==> config.mk <==
export PLATFORM = sky130hd
export DESIGN_NAME = ac3_eac3_header_channel_probe_core
export DESIGN_NICKNAME = d
export VERILOG_FILES = /design/src/hw/rtl/ac3hp_pkg.sv /design/src/hw/rtl/ac3hp_front.sv /design/src/hw/rtl/ac3hp_queue.sv /design/src/hw/rtl/ac3hp_back.sv /design/src/hw/rtl/ac3_eac3_header_channel_probe_core.sv
export SDC_FILE = /design/constraint.sdc
export NUM_CORES = 1
export LEC_CHECK = 0
export ABC_CLOCK_PERIOD_IN_PS = 5900
export BUFFER_PORTS_ARGS = -buffer_cell sky130_fd_sc_hd__buf_2
export CAP_MARGIN = 20
export CORE_MARGIN = 2
export CORE_UTILIZATION = 35
export CTS_CLUSTER_SIZE = 30
export DETAILED_ROUTE_END_ITERATION = 8
export PLACE_DENSITY_LB_ADDON = 0.15
export SLEW_MARGIN = 20
export SYNTH_ARGS = -nofsm -noshare
export SYNTH_HDL_FRONTEND = slang
export SYNTH_SLANG_ARGS = --single-unit
==> constraint.sdc <==
create_clock -name clk -period 5.9 [get_ports clk]
set_input_delay 0.295 -clock clk [delete_from_list [all_inputs] [get_ports clk]]
set_output_delay 0.295 -clock clk [all_outputs]
set_load 0.005 [all_outputs]
==> src/hw/rtl/ac3hp_pkg.sv <==
`timescale 1ns / 1ps
package ac3hp_pkg;

  localparam int HDR_BYTES = 8;
  localparam int HDR_BITS  = HDR_BYTES * 8;

  localparam logic [15:0] SYNC_WORD          = 16'h0B77;
  localparam logic [1:0]  STRMTYP_RESERVED   = 2'd3;
  localparam logic [1:0]  FSCOD_RESERVED     = 2'd3;
  localparam logic [13:0] EAC3_FRAME_MIN     = 14'd8;
  localparam logic [13:0] EAC3_FRAME_MAX     = 14'd8192;
  localparam logic [4:0]  EAC3_BSID_MIN      = 5'd11;
  localparam logic [4:0]  EAC3_BSID_MAX      = 5'd16;
  localparam logic [5:0]  AC3_FRMSIZECOD_LIM = 6'd38;
  localparam logic [4:0]  AC3_BSID_MAX       = 5'd10;
  localparam logic [5:0]  AC3_LFEON_BASE     = 6'd51;

  localparam logic [2:0]  ACMOD_MONO   = 3'd1;
  localparam logic [2:0]  ACMOD_STEREO = 3'd2;

  typedef struct packed {
    logic                win_full;
    logic [HDR_BITS-1:0] hdr;
  } ac3hp_entry_t;

  typedef struct packed {
    logic         valid;
    ac3hp_entry_t entry;
  } ac3hp_push_t;

  function automatic logic [2:0] main_channels(input logic [2:0] acmod);
    logic [2:0] ch;
    case (acmod)
      3'd0:    ch = 3'd2;
      3'd1:    ch = 3'd1;
      3'd2:    ch = 3'd2;
      3'd3:    ch = 3'd3;
      3'd4:    ch = 3'd3;
      3'd5:    ch = 3'd4;
      3'd6:    ch = 3'd4;
      default: ch = 3'd5;
    endcase
    return ch;
  endfunction

endpackage

==> src/hw/rtl/ac3hp_front.sv <==
`timescale 1ns / 1ps
module ac3hp_front
  import ac3hp_pkg::*;
#(
  parameter int WINDOW_BYTES = 16
) (
  input  logic        clk,
  input  logic        rst_n,
  input  logic        accept,
  input  logic [7:0]  stream_byte,
  input  logic        restart,
  output ac3hp_push_t push
);

  localparam int FILL_W   = $clog2(WINDOW_BYTES + 1);
  localparam int WIN_BITS = WINDOW_BYTES * 8;

  logic [7:0]        window_r   [WINDOW_BYTES];
  logic [7:0]        window_nxt [WINDOW_BYTES];
  logic [FILL_W-1:0] fill_r;
  logic [FILL_W-1:0] fill_base;
  logic [FILL_W-1:0] fill_nxt;
  logic [WIN_BITS-1:0] win_flat;
  logic [WIN_BITS+HDR_BITS-1:0] win_pad;

  always_comb begin
    for (int i = 0; i < WINDOW_BYTES - 1; i++) begin
      window_nxt[i] = window_r[i+1];
    end
    window_nxt[WINDOW_BYTES-1] = stream_byte;
  end

  always_comb begin
    for (int i = 0; i < WINDOW_BYTES; i++) begin
      win_flat[WIN_BITS-1-8*i -: 8] = window_nxt[i];
    end
  end

  assign win_pad   = {win_flat, {HDR_BITS{1'b0}}};
  assign fill_base = restart ? '0 : fill_r;
  assign fill_nxt  = (fill_base < FILL_W'(WINDOW_BYTES)) ? fill_base + 1'b1 : fill_base;

  assign push.valid          = accept;
  assign push.entry.win_full = (fill_nxt == FILL_W'(WINDOW_BYTES));
  assign push.entry.hdr      = win_pad[WIN_BITS+HDR_BITS-1 -: HDR_BITS];

  always_ff @(posedge clk) begin
    if (accept) begin
      for (int i = 0; i < WINDOW_BYTES; i++) begin
        window_r[i] <= window_nxt[i];
      end
    end
  end

  always_ff @(posedge clk) begin
    if (!rst_n) begin
      fill_r <= '0;
    end else if (accept) begin
      fill_r <= fill_nxt;
    end
  end

endmodule

==> src/hw/rtl/ac3hp_queue.sv <==
`timescale 1ns / 1ps
module ac3hp_queue
  import ac3hp_pkg::*;
(
  input  logic         clk,
  input  logic         rst_n,
  input  ac3hp_push_t  push,
  output logic         full,
  output logic         head_valid,
  output ac3hp_entry_t head,
  input  logic         pop
);

  ac3hp_entry_t mem_r [2];
  logic         wr_ptr_r;
  logic         rd_ptr_r;
  logic [1:0]   count_r;
  logic [1:0]   count_nxt;
  logic         do_pop;

  assign full       = (count_r == 2'd2);
  assign head_valid = (count_r != 2'd0);
  assign head       = mem_r[rd_ptr_r];
  assign do_pop     = pop && head_valid;

  always_comb begin
    count_nxt = count_r;
    if (push.valid && !do_pop) begin
      count_nxt = count_r + 2'd1;
    end else if (!push.valid && do_pop) begin
      count_nxt = count_r - 2'd1;
    end
  end

  always_ff @(posedge clk) begin
    if (push.valid) begin
      mem_r[wr_ptr_r] <= push.entry;
    end
  end

  always_ff @(posedge clk) begin
    if (!rst_n) begin
      wr_ptr_r <= 1'b0;
      rd_ptr_r <= 1'b0;
      count_r  <= 2'd0;
    end else begin
      if (push.valid) begin
        wr_ptr_r <= ~wr_ptr_r;
      end
      if (do_pop) begin
        rd_ptr_r <= ~rd_ptr_r;
      end
      count_r <= count_nxt;
    end
  end

endmodule

==> src/hw/rtl/ac3hp_back.sv <==
`timescale 1ns / 1ps
module ac3hp_back
  import ac3hp_pkg::*;
#(
  parameter int WINDOW_BYTES = 16
) (
  input  logic         clk,
  input  logic         rst_n,
  input  logic         eac3_mode,
  input  logic         head_valid,
  input  ac3hp_entry_t head,
  output logic         pop,
  output logic         out_valid,
  input  logic         out_ready,
  output logic         header_found,
  output logic [2:0]   channel_count
);

  localparam int WIN_BITS = WINDOW_BYTES * 8;

  logic [HDR_BITS-1:0] h;
  logic        sync_ok;

  logic [1:0]  e_strm;
  logic [2:0]  e_subid;
  logic [10:0] e_frmsiz;
  logic [13:0] e_fsize;
  logic [1:0]  e_fscod;
  logic [1:0]  e_next2;
  logic [2:0]  e_acmod;
  logic        e_lfeon;
  logic [4:0]  e_bsid;
  logic        e_ok;

  logic [1:0]  a_fscod;
  logic [5:0]  a_frmsizecod;
  logic [4:0]  a_bsid;
  logic [2:0]  a_acmod;
  logic [2:0]  a_skip;
  logic [5:0]  a_lfe_pos;
  logic        a_lfeon;
  logic        a_ok;

  logic        found;
  logic [2:0]  ch;

  logic        out_valid_r;
  logic        found_r;
  logic [2:0]  ch_r;

  assign h       = head.hdr;
  assign sync_ok = (h[63:48] == SYNC_WORD);

  assign e_strm   = h[47:46];
  assign e_subid  = h[45:43];
  assign e_frmsiz = h[42:32];
  assign e_fsize  = (14'(e_frmsiz) + 14'd1) << 1;
  assign e_fscod  = h[31:30];
  assign e_next2  = h[29:28];
  assign e_acmod  = h[27:25];
  assign e_lfeon  = h[24];
  assign e_bsid   = h[23:19];

  assign e_ok = sync_ok && (e_strm != STRMTYP_RESERVED)
             && (e_fsize >= EAC3_FRAME_MIN) && (e_fsize <= EAC3_FRAME_MAX)
             && !((e_fscod == FSCOD_RESERVED) && (e_next2 == FSCOD_RESERVED))
             && (e_bsid >= EAC3_BSID_MIN) && (e_bsid <= EAC3_BSID_MAX)
             && (e_strm == 2'd0) && (e_subid == 3'd0);

  assign a_fscod      = h[31:30];
  assign a_frmsizecod = h[29:24];
  assign a_bsid       = h[23:19];
  assign a_acmod      = h[15:13];

  always_comb begin
    a_skip = 3'd0;
    if (a_acmod[0] && (a_acmod != ACMOD_MONO)) begin
      a_skip = a_skip + 3'd2;
    end
    if (a_acmod[2]) begin
      a_skip = a_skip + 3'd2;
    end
    if (a_acmod == ACMOD_STEREO) begin
      a_skip = a_skip + 3'd2;
    end
  end

  assign a_lfe_pos = AC3_LFEON_BASE + 6'(a_skip);
  assign a_lfeon   = h[4'd12 - 4'(a_skip)];

  assign a_ok = sync_ok && (a_fscod != FSCOD_RESERVED)
             && (a_frmsizecod < AC3_FRMSIZECOD_LIM) && (a_bsid <= AC3_BSID_MAX)
             && (32'(a_lfe_pos) < WIN_BITS);

  always_comb begin
    if (eac3_mode) begin
      found = head.win_full && e_ok;
      ch    = main_channels(e_acmod) + 3'(e_lfeon);
    end else begin
      found = head.win_full && a_ok;
      ch    = main_channels(a_acmod) + 3'(a_lfeon);
    end
    if (!found) begin
      ch = 3'd0;
    end
  end

  assign pop = head_valid && (!out_valid_r || out_ready);

  always_ff @(posedge clk) begin
    if (!rst_n) begin
      out_valid_r <= 1'b0;
    end else if (!out_valid_r || out_ready) begin
      out_valid_r <= head_valid;
    end
  end

  always_ff @(posedge clk) begin
    if (pop) begin
      found_r <= found;
      ch_r    <= ch;
    end
  end

  assign out_valid     = out_valid_r;
  assign header_found  = found_r;
  assign channel_count = ch_r;

endmodule

==> src/hw/rtl/ac3_eac3_header_channel_probe_core.sv <==
`timescale 1ns / 1ps
// AC-3 / E-AC-3 sync header probe. Takes one elementary-stream byte per
// transaction into a sliding window of the last WINDOW_BYTES bytes and returns
// one result per byte: header_found (out_tuser) and channel_count (acmod
// channels plus lfeon, out_tdata) for a header starting at the window's oldest
// byte, once the window has filled since reset or the last restart (in_tuser).
// cfg_wr_data selects E-AC-3 (1) or AC-3 (0) parsing; write it only while idle.
// One byte is taken per cycle while in_tready is high. A byte's result passes
// through window update and queue write on the accepting edge, then the
// header parse into the output register. A two-entry queue sits between window
// and parser, so in_tready drops only after out_tready has been low long enough
// to fill it.
module ac3_eac3_header_channel_probe_core
  import ac3hp_pkg::*;
#(
  parameter int WINDOW_BYTES = 16
) (
  input  logic       clk,
  input  logic       rst_n,
  input  logic       in_tvalid,
  output logic       in_tready,
  input  logic [7:0] in_tdata,   // [7:0] stream_byte
  input  logic       in_tuser,   // [0] restart
  output logic       out_tvalid,
  input  logic       out_tready,
  output logic [7:0] out_tdata,  // [2:0] channel_count, [7:3] zero
  output logic       out_tuser,  // [0] header_found
  input  logic       cfg_wr_en,
  input  logic       cfg_wr_data
);

  logic         eac3_mode_r;
  logic         in_accept;
  logic         q_full;
  logic         q_head_valid;
  logic         q_pop;
  ac3hp_entry_t q_head;
  ac3hp_push_t  q_push;
  logic [2:0]   channel_count;

  always_ff @(posedge clk) begin
    if (!rst_n) begin
      eac3_mode_r <= 1'b0;
    end else if (cfg_wr_en) begin
      eac3_mode_r <= cfg_wr_data;
    end
  end

  assign in_tready = !q_full;
  assign in_accept = in_tvalid && in_tready;

  ac3hp_front #(
    .WINDOW_BYTES (WINDOW_BYTES)
  ) u_front (
    .clk         (clk),
    .rst_n       (rst_n),
    .accept      (in_accept),
    .stream_byte (in_tdata),
    .restart     (in_tuser),
    .push        (q_push)
  );

  ac3hp_queue u_queue (
    .clk        (clk),
    .rst_n      (rst_n),
    .push       (q_push),
    .full       (q_full),
    .head_valid (q_head_valid),
    .head       (q_head),
    .pop        (q_pop)
  );

  ac3hp_back #(
    .WINDOW_BYTES (WINDOW_BYTES)
  ) u_back (
    .clk           (clk),
    .rst_n         (rst_n),
    .eac3_mode     (eac3_mode_r),
    .head_valid    (q_head_valid),
    .head          (q_head),
    .pop           (q_pop),
    .out_valid     (out_tvalid),
    .out_ready     (out_tready),
    .header_found  (out_tuser),
    .channel_count (channel_count)
  );

  assign out_tdata = {5'd0, channel_count};

endmodule

==> summary.md, run 1 <==
| Metric | Value |
|---|---|
| Required @ worst endpoint | `6170 ps` |
| Initial Util | `35.71%` |
| Fin cells | `863` |
| Crit share post-route | `54.72%` |
| Met3 GRT Util | `2.146%` |
| GP Congestion | `0.7588` |
| Clock Latency Late Sink | `510 ps` |
| # DRC | `0` |
| CP max-delay cell | `dfxtp_2` |
| Post-Route Utilization | `40.96%` |
| ANT cells | `0` |
| Grt total ovfl | `0` |
| Nets@finish | `537` |
| Root buffer cell | `clkbuf_16` |
| CP Max Fanout | `10` |
| Cts repair resizes | `0` |
| I/O Pins | `26` |
| Clock Skews | `11.98 ps` |
| # clock sinks | `248` |
| DPL Wire Length | `8.385 mm` |
| Crit. End Element | `register` |
| Peak VDD IR | `0.1976 mV` |
| Seq/Total Area, Yosys | `81.47%` |
| Worst-path clk slew | `60 ps` |
| Core area | `25180 µm²` |
| Post-synth EDFFs | `236` |
| CTS tree | `yes` |
| Synth Instances | `464` |
| Area growth syn-to-layout | `14.68%` |
| Inst Count DP | `809` |
| Post-DRT Antenna Nets | `0` |
| Vias | `4064` |
| # rows | `58` |
| Share of layout cells above drive strength 1 | `16.14%` |
| Clock tree buffer depth | `3` |
| Total CTS buffers | `25` |
| Measured slew at the worst slew-check pin | `945.4 ps` |
| Fin Setup TNS | `0 ps` |
| Global routing usage on met1 | `13.22%` |
| PwrDens | `450.2 nW/µm²` |
| Run status | `complete, no violations` |
| Post-DR wirelength/cell | `16.30 µm` |
| DIE AREA | `26990 µm²` |
| Leak pwr | `3.446 nW` |
| Busiest grt layer | `met2` |
| Total track usage | `10.56%` |
| YS warnings | `0` |
| Iteration-0 DRC Markers | `253` |
| Drt pass-1 iters | `4` |
| Synthesized cell area | `8994 µm²` |
| Antenna violations before repair | `0` |
| Unrepaired setup endpoints after global routing | `false` |
| Kind of critical path | `reg -> reg` |
| CP peak stage delay | `510 ps` |
| Min-delay worst type | `in -> reg` |
| WP data arrival | `3490 ps` |
| Max Cap Violations | `0` |
| Crit path launch type | `register` |
| PortBufs | `20` |
| Via/cell ratio | `4.709` |
| Endpoints failing setup | `0` |
| Largest net degree at the start of global routing | `79` |
| FMAX | `309.7 MHz` |
| Minimum clock period after layout | `3229 ps` |
| FF+latch count, synth | `248` |
| Final hold viol count | `0` |
| H-tree depth | `1` |
| Met2 GRT Util | `17.99%` |
| Die extent in y | `164.3 µm` |
| Crit path cell chain | `mux2i_4 -> mux2i_1 -> mux4_1 -> mux2_2 -> nand2_1 -> o211ai_1 -> ha_1 -> ha_1 -> mux2_2 -> and4_1` |
| Total wire length | `14.07 mm` |
| Vias in the first global route | `4224` |
| Final Slew Violations | `0` |
| Max-slew headroom | `36.98%` |
| Post-synthesis average cell area | `19.38 µm²` |
| Unique cell type count in the Yosys netlist | `58` |
| Ys async rst share | `0%` |
| Die Width | `164.3 µm` |
| First-pass GRT wire length | `22.23 mm` |
| Most common flop cell mapped by yosys | `edfxtp_1` |
## routing by layer
| layer | share of wire [%] | vias up |
|---|---|---|
| met3 | 3.1 | 36 |
| met4 | 3.6 | 0 |
| li1 | - | 1937 |
| met2 | 49 | 61 |
| met1 | 44 | 2030 |
| met5 | 0 | - |
## what timing repair did
| item | 4_1_cts | 5_1_grt |
|---|---|---|
| hold buffers | 8 | 0 |
| setup buffers | 0 | 0 |
| hold endpoints to repair | 8 | 0 |
| setup endpoints to repair | 0 | 0 |
## sequential cells by signal, summed over array words and instances (netlist names), named ones only
name                  flops
u_back.header_found       1
u_queue.rd_ptr_r          1
eac3_mode_r               1
u_back.out_valid          1
u_back.channel_count      3
u_queue.count_r           2
u_front.fill_r            5
u_queue.wr_ptr_r          1
u_front.window_r        120
u_queue.mem_r           112
## cell families after synthesis
family | share of synthesized area (%)
flip-flops | 81.47
buffers and inverters | 1.349
multiplexers | 4.076
AO/OA/AOI/OAI | 3.868
other | 0.04170
AND/OR/NAND/NOR | 6.914
XOR/XNOR | 1.169
adder cells (fa/ha/maj) | 1.113
## synthesized netlist by cell type, drive strengths merged (5+ instances only)
master,instances,area (µm²)
edfxtp,236,7087
nand3,11,55.05
nor4,7,50.05
mux2,11,131.4
nand2,16,60.06
xnor2,7,61.31
nand3b,5,50.05
nor2b,9,56.30
buf,11,98.83
a21oi,14,77.58
ha,8,100.1
o21ai,12,60.06
dfxtp,12,240.2
nor3,5,25.02
mux2i,14,156.4
xor2,5,43.79
nand4b,7,67.56
nor2,17,63.81
## critical path, delay by kind of cell, from the launching register on
kind	cells	cell delay, ps
multiplexers	5	1630
flip-flops	1	510
adder cells (fa/ha/maj)	2	480
AND/OR/NAND/NOR	2	270
AO/OA/AOI/OAI	1	90
## power breakdown
part | switching [W] | leakage (nW) | internal [W] | total [W]
combinational | 0.000345 | 0.720 | 0.000239 | 0.000583
clock | 0.000619 | 0.379 | 0.000869 | 0.00149
sequential | 0.000172 | 2.35 | 0.00240 | 0.00257
total | 0.00114 | 3.45 | 0.00351 | 0.00464
## cell usage in the layout, fill, tap and decap left out, types with 6 or more instances in the layout
cell,n
edfxtp_1,236
clkbuf_16,25
buf_2,20
nand2_1,16
nor2_1,16
a21oi_1,12
mux2i_1,12
o21ai_0,12
nand3_1,11
dfxtp_1,11
nor2b_1,9
mux2_2,9
ha_1,8
dlygate4sd3_1,8
xnor2_1,7
clkbuf_1,7
nor4_1,6
nand4b_1,6
clkinv_1,6
## layout make-up
class                           instances  area [µm²]
Tap cell                              330       412.9
Multi-Input combinational cell        203        1569
Timing Repair Buffer                   32       210.2
Fill cell                            2245       14870
Inverter                                4       17.52
Clock buffer                           32       651.9
Clock inverter                         14       123.9
Sequential cell                       248        7328
## worst paths after layout
| check | from | to | slack [ps] | cells past startpoint |
|---|---|---|---|---|
| max | register | u_back.channel_count[1]$_SDFFCE_PN0P_ | 2670 | 10 |
| min | cfg_wr_data | eac3_mode_r$_SDFFE_PN0P_ | 30 | 3 |
| max reg2reg | register | u_back.channel_count[1]$_SDFFCE_PN0P_ | 2670 | 10 |
| min reg2reg | u_front.window_r[0][50]$_DFFE_PP_ | u_front.window_r[0][42]$_DFFE_PP_ | 410 | 0 |
## metrics by stage
stage          setup WS (ps)  cell area [µm²]  power [W]  hold slack [ps]
2_1_floorplan           1664             9009   0.003005            393.9
3_3_place_gp            2733             9458   0.003167            400.3
3_5_place_dp            2647             9458   0.003201            404.5
4_1_cts                 2643            10310   0.004715            24.17
5_1_grt                 2468            10310   0.004876            53.92
6_report                2671            10310   0.004643            34.26
Power figures use the tool's default switching activity.
==> inputs of run 2 (changes only) <==
--- a/config.mk
+++ b/config.mk
@@ -5,7 +5,8 @@
 export SDC_FILE = /design/constraint.sdc
 export NUM_CORES = 1
 export LEC_CHECK = 0
-export ABC_CLOCK_PERIOD_IN_PS = 5900
+export ABC_AREA = 1
+export ABC_CLOCK_PERIOD_IN_PS = 2700
 export BUFFER_PORTS_ARGS = -buffer_cell sky130_fd_sc_hd__buf_2
 export CAP_MARGIN = 20
 export CORE_MARGIN = 2
==> constraint.sdc (replaced) <==
create_clock -name clk -period 2.7 [get_ports clk]
set_input_delay 0.135 -clock clk [delete_from_list [all_inputs] [get_ports clk]]
set_output_delay 0.135 -clock clk [all_outputs]
set_load 0.005 [all_outputs]
==> summary.md, run 2 <==
| Metric | Value |
|---|---|
| WP data arrival | `2800 ps (-690 ps)` |
| Reg2reg setup slack | `170 ps (-2500 ps)` |
| Vias in the first global route | `4901 (+16%)` |
| First-pass GRT wire length | `24.44 mm (+9.9%)` |
| Synth Instances | `605 (+30%)` |
| Max Cap Violations | `0 (unchanged)` |
| Final Slew Violations | `0 (unchanged)` |
| Clock Latency Late Sink | `520 ps (about the same)` |
| YS warnings | `0 (unchanged)` |
| FF+latch count, synth | `248 (unchanged)` |
| Register with the most flip-flops | `u_front.window_r` |
| Core area | `25330 µm² (+0.58%)` |
| Most common flop cell mapped by yosys | `edfxtp_1` |
| Kind of critical path | `reg -> reg` |
| Minimum clock period after layout | `2525 ps (-703.2 ps)` |
| Most common cell in the synthesized netlist | `edfxtp_1` |
| ANT cells | `0 (unchanged)` |
| Post-synthesis average cell area | `15.02 µm² (-23%)` |
| H-tree depth | `1 (unchanged)` |
| Vias | `4686 (+15%)` |
| Max-slew headroom | `51.11% (+14 points)` |
| # rows | `58 (unchanged)` |
| Post-DR wirelength/cell | `14.74 µm (-9.6%)` |
| Total wire length | `15.05 mm (+6.9%)` |
| Min-delay worst type | `in -> reg` |
| Fin Setup TNS | `0 ps (unchanged)` |
| Iteration-0 DRC Markers | `260 (+2.8%)` |
| Net Sw Power | `0.003178 W (+180%)` |
| # clock sinks | `248 (unchanged)` |
| Clock tree buffer depth | `3 (unchanged)` |
| Measured slew at the worst slew-check pin | `733.3 ps (-212.0 ps)` |
| Total track usage | `11.46% (+0.90 points)` |
| Final hold viol count | `0 (unchanged)` |
| Top Registers | `u_front.window_r (120), u_queue.mem_r (112), u_front.fill_r (5)` |
| Die extent in y | `165.1 µm (+0.50%)` |
| Share of layout cells above drive strength 1 | `15.20% (-0.94 points)` |
| Antenna violations before repair | `0 (unchanged)` |
| Commonest cells post-synth | `edfxtp_1, nand2_1, inv_1` |
| I/O Pins | `26 (unchanged)` |
| Seq/Total Area, Yosys | `80.64% (-0.83 points)` |
| Final Cell Area | `10790 µm² (+4.6%)` |
| Ys async rst share | `0% (unchanged)` |
| PwrDens | `1086 nW/µm² (+140%)` |
| Area growth syn-to-layout | `18.75%` |
| P_int | `0.008537 W (+140%)` |
| Yosys top cell by area | `edfxtp_1` |
| Crit. End Element | `register` |
| Worst-case reg-to-reg path depth | `16 (+6)` |
| Crit path launch type | `register` |
| Fillcell total | `2240 (-0.22%)` |
| # DRC | `0 (unchanged)` |
| GP Congestion | `0.8039 (+5.9%)` |
| Part of the power in the clock network | `33.1% (+1.1 points)` |
| Logic pwr share | `18.8% (+6.2 points)` |
| CP Max Fanout | `5 (-5)` |
| Total CTS buffers | `26 (+4.0%)` |
| Nets@finish | `694 (+29%)` |
| Worst R2R End | `u_back.channel_count[2]$_SDFFCE_PN0P_` |
| Endpoints failing setup | `0 (unchanged)` |
| Placed Area | `9623 µm² (+1.7%)` |
| Max FFs per register | `120 (unchanged)` |
| Post-DRT Antenna Nets | `0 (unchanged)` |
| Root buffer cell | `clkbuf_16` |
| Run status | `complete, no violations` |
| CTS tree | `yes` |
| FMAX | `396.0 MHz (+28%)` |
| Crit share post-route | `93.53% (+39 points)` |
| Required @ worst endpoint | `2980 ps (-3190 ps)` |
| Most common cell after layout, fill and taps aside | `edfxtp_1` |
| Switching share of total power | `27.13% (+2.7 points)` |
| DPL Wire Length | `8.515 mm (+1.5%)` |
| Initial Util | `35.88% (+0.16 points)` |
| Unique cell type count in the Yosys netlist | `38 (-34%)` |
| Inst Count DP | `956 (+18%)` |
| PortBufs | `20 (unchanged)` |
| Drt pass-1 iters | `5 (+1)` |
| Via/cell ratio | `4.590 (-2.5%)` |
| Leak pwr | `3.956 nW (+15%)` |
| Grt total ovfl | `0 (unchanged)` |
| Synthesized cell area | `9086 µm² (+1.0%)` |
| Commonest cells after routing, fill and taps aside | `edfxtp_1, nand2_1, inv_1` |
| Die Width | `165.1 µm (+0.50%)` |
| Sequential fraction of design power | `48.0% (-7.4 points)` |
| Worst-path clk slew | `60 ps (about the same)` |
| Critical Path End | `u_back.channel_count[2]$_SDFFCE_PN0P_` |
| Largest net degree at the start of global routing | `130 (+65%)` |
| Peak VDD IR | `0.7555 mV (+280%)` |
| Fin cells | `1021 (+18%)` |
| Share of the synthesized area in the top cell type | `78.00% (-0.80 points)` |
| Post-synth EDFFs | `236 (unchanged)` |
| Top post-synthesis cells by area | `edfxtp_1, nand2_1, dfxtp_1` |
| Clock Skews | `8.163 ps (-3.815 ps)` |
| DIE AREA | `27260 µm² (+1.0%)` |
-- run 2: changes by cell type after synthesis, sizes merged, moves of 6 or more --
cell,previous run,this run
inv,4,51
nand4,3,13
o21ai,12,23
mux2,11,0
nor2,17,44
nand2,16,130
nand3,11,23
nor4,7,1
nor2b,9,0
mux2i,14,4
nand4b,7,0
xnor2,7,1
-- run 2: power by group through the flow --
stage               combinational [W]  clock (W)  sequential (W)
CTS                           0.00212    0.00399         0.00563
global route                  0.00252    0.00415         0.00571
floorplan                     0.00151          0         0.00560
detailed placement            0.00208          0         0.00570
finish                        0.00221    0.00388         0.00562
global placement              0.00203          0         0.00567
-- run 2: cells by family after synthesis --
logic type | Yosys count | synth area share (%)
other | 1 | 0.04127
xor gates and xnor gates | 2 | 0.1928
AOI/OAI and AO/OA | 52 | 3.195
adders and majority gates | 8 | 1.102
and+or+nand+nor | 224 | 10.77
buffers and inverters | 66 | 3.621
muxes | 4 | 0.4407
DFF | 248 | 80.64
-- run 2: repair_timing --
action / CTS / global route
hold endpoints to repair: 20 / 0
pin swaps: 0 / 2
setup endpoints to repair: 2 / 3
resized for setup: 1 / 12
hold buffers: 15 / 0
setup buffers: 0 / 2
-- run 2: critical path, stage by stage, from the launching register on --
cell and delay [ps]:
dfxtp_4 380, inv_6 40, or2_1 210, o21a_4 140, nand2_4 100, inv_1 90
ha_4 280, inv_1 50, nand3_1 80, nand3_1 60, a21boi_2 150, ha_1 200
ha_2 180, o21ai_1 120, o21ai_0 100, inv_1 60, nor2_1 40
-- run 2: metal layers --
metal  GRT usage (%)  vias up  routed length, µm
met2           20.55       85               7710
met5               0        -                  0
met4           4.545        0                471
met3           2.223       43                557
met1           13.53     2278               6306
li1                -     2280                  -
-- run 2: how the worst min path moves through the flow --
stage	start	to	cells past startpoint
final	in_tvalid	u_front.fill_r[3]$_SDFFE_PN0P_	4
after global routing	in_tvalid	u_front.fill_r[3]$_SDFFE_PN0P_	3
after CTS	in_tvalid	u_front.fill_r[3]$_SDFFE_PN0P_	4
after detailed placement	in_tdata[6]	u_front.window_r[1][62]$_DFFE_PP_	1
after global placement	in_tdata[2]	u_front.window_r[1][58]$_DFFE_PP_	1
after floorplan	in_tdata[0]	u_front.window_r[1][56]$_DFFE_PP_	0
-- run 2: area by class of cell --
cell class | instances | area (µm²) | area share [%]
sequential | 248 | 7331 | 67.94
multi-input combinational | 295 | 1504 | 13.94
clock buffer | 29 | 683.2 | 6.331
tap | 330 | 412.9 | 3.827
timing repair buffer | 48 | 389.1 | 3.606
clock inverter | 19 | 265.3 | 2.458
inverter | 52 | 205.2 | 1.902
-- run 2: per-stage QoR --
stage                     hold slack [ps]  worst slack [ps]  util, %  power [W]
after floorplan                     233.9            -423.5        -   0.007113
after global placement              314.4             112.9    38.00   0.007698
after detailed placement            313.1            -19.05    38.00   0.007780
after CTS                           150.1             4.354    42.34    0.01174
after global routing                193.6            -2.003    42.60    0.01238
final                               173.3             174.6    42.60    0.01171
==> inputs of run 3 (changes only) <==
--- a/config.mk
+++ b/config.mk
@@ -6,7 +6,7 @@
 export NUM_CORES = 1
 export LEC_CHECK = 0
 export ABC_AREA = 1
-export ABC_CLOCK_PERIOD_IN_PS = 2700
+export ABC_CLOCK_PERIOD_IN_PS = 2300
 export BUFFER_PORTS_ARGS = -buffer_cell sky130_fd_sc_hd__buf_2
 export CAP_MARGIN = 20
 export CORE_MARGIN = 2
==> constraint.sdc (replaced) <==
create_clock -name clk -period 2.3 [get_ports clk]
set_input_delay 0.115 -clock clk [delete_from_list [all_inputs] [get_ports clk]]
set_output_delay 0.115 -clock clk [all_outputs]
set_load 0.005 [all_outputs]
==> summary.md, run 3 (synthesis results as in run 2) <==
| Metric | Value |
|---|---|
| Largest net degree at the start of global routing | `130 (unchanged)` |
| Post-DRT Antenna Nets | `0 (unchanged)` |
| PwrDens | `1270 nW/µm² (+17%)` |
| Antenna violations before repair | `0 (unchanged)` |
| Drt pass-1 iters | `6 (+1)` |
| Switching share of total power | `28.14% (+1.0 points)` |
| Max Cap Violations | `0 (unchanged)` |
| Worst-path clk slew | `60 ps (about the same)` |
| # DRC | `0 (unchanged)` |
| # clock sinks | `248 (unchanged)` |
| Logic pwr share | `22.1% (+3.3 points)` |
| First-pass GRT wire length | `23.85 mm (-2.4%)` |
| Via/cell ratio | `4.560 (-0.64%)` |
| Die Width | `165.1 µm (unchanged)` |
| Leak pwr | `4.023 nW (+1.7%)` |
| Total track usage | `11.20% (-0.26 points)` |
| Commonest cells after routing, fill and taps aside | `edfxtp_1, nand2_1, inv_1` |
| P_int | `0.009987 W (+17%)` |
| Clock Skews | `8.487 ps (+0.3244 ps)` |
| Worst Slack Setup Final | `-61.14 ps (-235.7 ps)` |
| ANT cells | `0 (unchanged)` |
| Fillcell total | `2261 (+0.94%)` |
| WP data arrival | `2650 ps (-150 ps)` |
| Endpoints failing setup | `2 (+2)` |
| Register with the most flip-flops | `u_front.window_r` |
| Peak VDD IR | `0.8296 mV (+9.8%)` |
| H-tree depth | `1 (unchanged)` |
| Top Registers | `u_front.window_r (120), u_queue.mem_r (112), u_front.fill_r (5)` |
| Nets@finish | `709 (+2.2%)` |
| Clock tree buffer depth | `3 (unchanged)` |
| Initial Util | `35.88% (unchanged)` |
| Grt total ovfl | `0 (unchanged)` |
| Root buffer cell | `clkbuf_16` |
| Core area | `25330 µm² (unchanged)` |
| Share of layout cells above drive strength 1 | `18.53% (+3.3 points)` |
| Post-Route Utilization | `43.22% (+0.62 points)` |
| CTS tree | `yes` |
| Placed Area | `9752 µm² (+1.3%)` |
| Area growth syn-to-layout | `20.48%` |
| Vias in the first global route | `4737 (-3.3%)` |
| Die extent in y | `165.1 µm (unchanged)` |
| PortBufs | `20 (unchanged)` |
| DPL Wire Length | `8.568 mm (+0.63%)` |
| FMAX | `423.5 MHz (+7.0%)` |
| Total Power | `0.01390 W (+19%)` |
| I/O Pins | `26 (unchanged)` |
| Post-DR wirelength/cell | `14.44 µm (-2.0%)` |
| Run status | `complete, but fails checks` |
| Part of the power in the clock network | `30.4% (-2.7 points)` |
| Required @ worst endpoint | `2590 ps (-390 ps)` |
| Crit path launch type | `register` |
| Net Sw Power | `0.003911 W (+23%)` |
| GP Congestion | `0.7535 (-6.3%)` |
| Final Cell Area | `10950 µm² (+1.4%)` |
| Total CTS buffers | `27 (+3.8%)` |
| # rows | `58 (unchanged)` |
| Max FFs per register | `120 (unchanged)` |
| Measured slew at the worst slew-check pin | `820.6 ps (+87.26 ps)` |
| Vias | `4729 (+0.92%)` |
| Max-slew headroom | `45.29% (-5.8 points)` |
| Min-delay worst type | `in -> reg` |
| Clock Latency Late Sink | `530 ps (about the same)` |
| Unrepaired setup endpoints after global routing | `true` |
| Minimum clock period after layout | `2361 ps (-164.3 ps)` |
| Final Slew Violations | `0 (unchanged)` |
| CP Max Fanout | `5 (unchanged)` |
| Total wire length | `14.97 mm (-0.50%)` |
| Iteration-0 DRC Markers | `325 (+25%)` |
| Crit. End Element | `register` |
| Crit share post-route | `102.7% (+9.1 points)` |
| Kind of critical path | `reg -> reg` |
| DIE AREA | `27260 µm² (unchanged)` |
| Sequential fraction of design power | `47.5% (-0.5 points)` |
| Failing checks | `negative setup slack` |
| Most common cell after layout, fill and taps aside | `edfxtp_1` |
| Final hold viol count | `0 (unchanged)` |
==> run 3: cell count changes in the layout (fill, tap and decap cells not counted), sizes merged <==
cell    change
clkbuf      +3
bufinv      -4
clkinv      +2
inv         +1
buf        +14
==> run 3: metrics by stage <==
| stage | std cells | worst slack (ps) | TNS (ps) | hold slack, ps |
|---|---|---|---|---|
| floorplan | 609 | -240.0 | -26210 | 213.9 |
| detailed placement | 968 | -154.1 | -289.0 | 293.1 |
| finish | 1037 | -61.14 | -95.25 | 152.2 |
| global route | 1037 | -240.3 | -485.0 | 183.7 |
| CTS | 1035 | -84.38 | -159.1 | 157.6 |
| global placement | 968 | -88.92 | -110.5 | 294.4 |
==> run 3: cell type report <==
class                   instances  area (µm²)  area share, %
clock inverters                18       183.9          1.680
multi-input cells             295        1569          14.33
clock buffers                  32       704.4          6.435
well taps                     330       412.9          3.772
repair buffers                 62       535.5          4.892
inverters                      52       210.2          1.920
flip-flops and latches        248        7331          66.97
==> run 3: layer usage <==
| layer | vias to the layer above | routed length, µm | global-route usage (%) |
|---|---|---|---|
| li1 | 2312 | - | - |
| met1 | 2306 | 6320 | 13.51 |
| met2 | 82 | 7762 | 20.21 |
| met3 | 29 | 549 | 2.248 |
| met4 | 0 | 337 | 3.399 |
| met5 | - | 0 | 0 |
==> run 3: power by group through the flow <==
stage / sequential [W] / combinational, W / clock (W)
finish: 0.00660 / 0.00307 / 0.00422
global route: 0.00669 / 0.00346 / 0.00456
CTS: 0.00661 / 0.00281 / 0.00436
detailed placement: 0.00669 / 0.00272 / 0
global placement: 0.00665 / 0.00266 / 0
floorplan: 0.00656 / 0.00188 / 0
==> run 3: critical path, stage by stage, from the launching register on <==
cell and delay, ps:
dfxtp_4 390, inv_6 40, or2_1 220, o21ai_2 90, inv_2 70, nand2_4 80, nand2_4 60, inv_4 60
ha_4 210, inv_4 60, nand3_2 70, nand3_2 60, a21boi_4 180, ha_4 150, ha_4 120, a21oi_2 50
o21ai_1 70, o21ai_1 70, inv_1 50, nor2_1 30
==> run 3: path summary, 6_finish.rpt <==
kind                                                        start                               endpoint  slack (ps)  cells after the start
worst max-delay path                                     register  u_back.channel_count[2]$_SDFFCE_PN0P_         -60                     19
worst min-delay path                                    in_tvalid         u_front.fill_r[3]$_SDFFE_PN0P_         150                      4
worst max register to register                           register  u_back.channel_count[2]$_SDFFCE_PN0P_         -60                     19
worst min register to register  u_front.window_r[1][47]$_DFFE_PP_      u_front.window_r[1][39]$_DFFE_PP_         420                      0
==> run 3: timing repair <==
item                       CTS  global route
setup buffers                2             2
gates resized for setup      6            25
hold endpoints to repair    20             0
setup endpoints to repair    4             4
pin swaps                    2             5
hold buffers                15             0
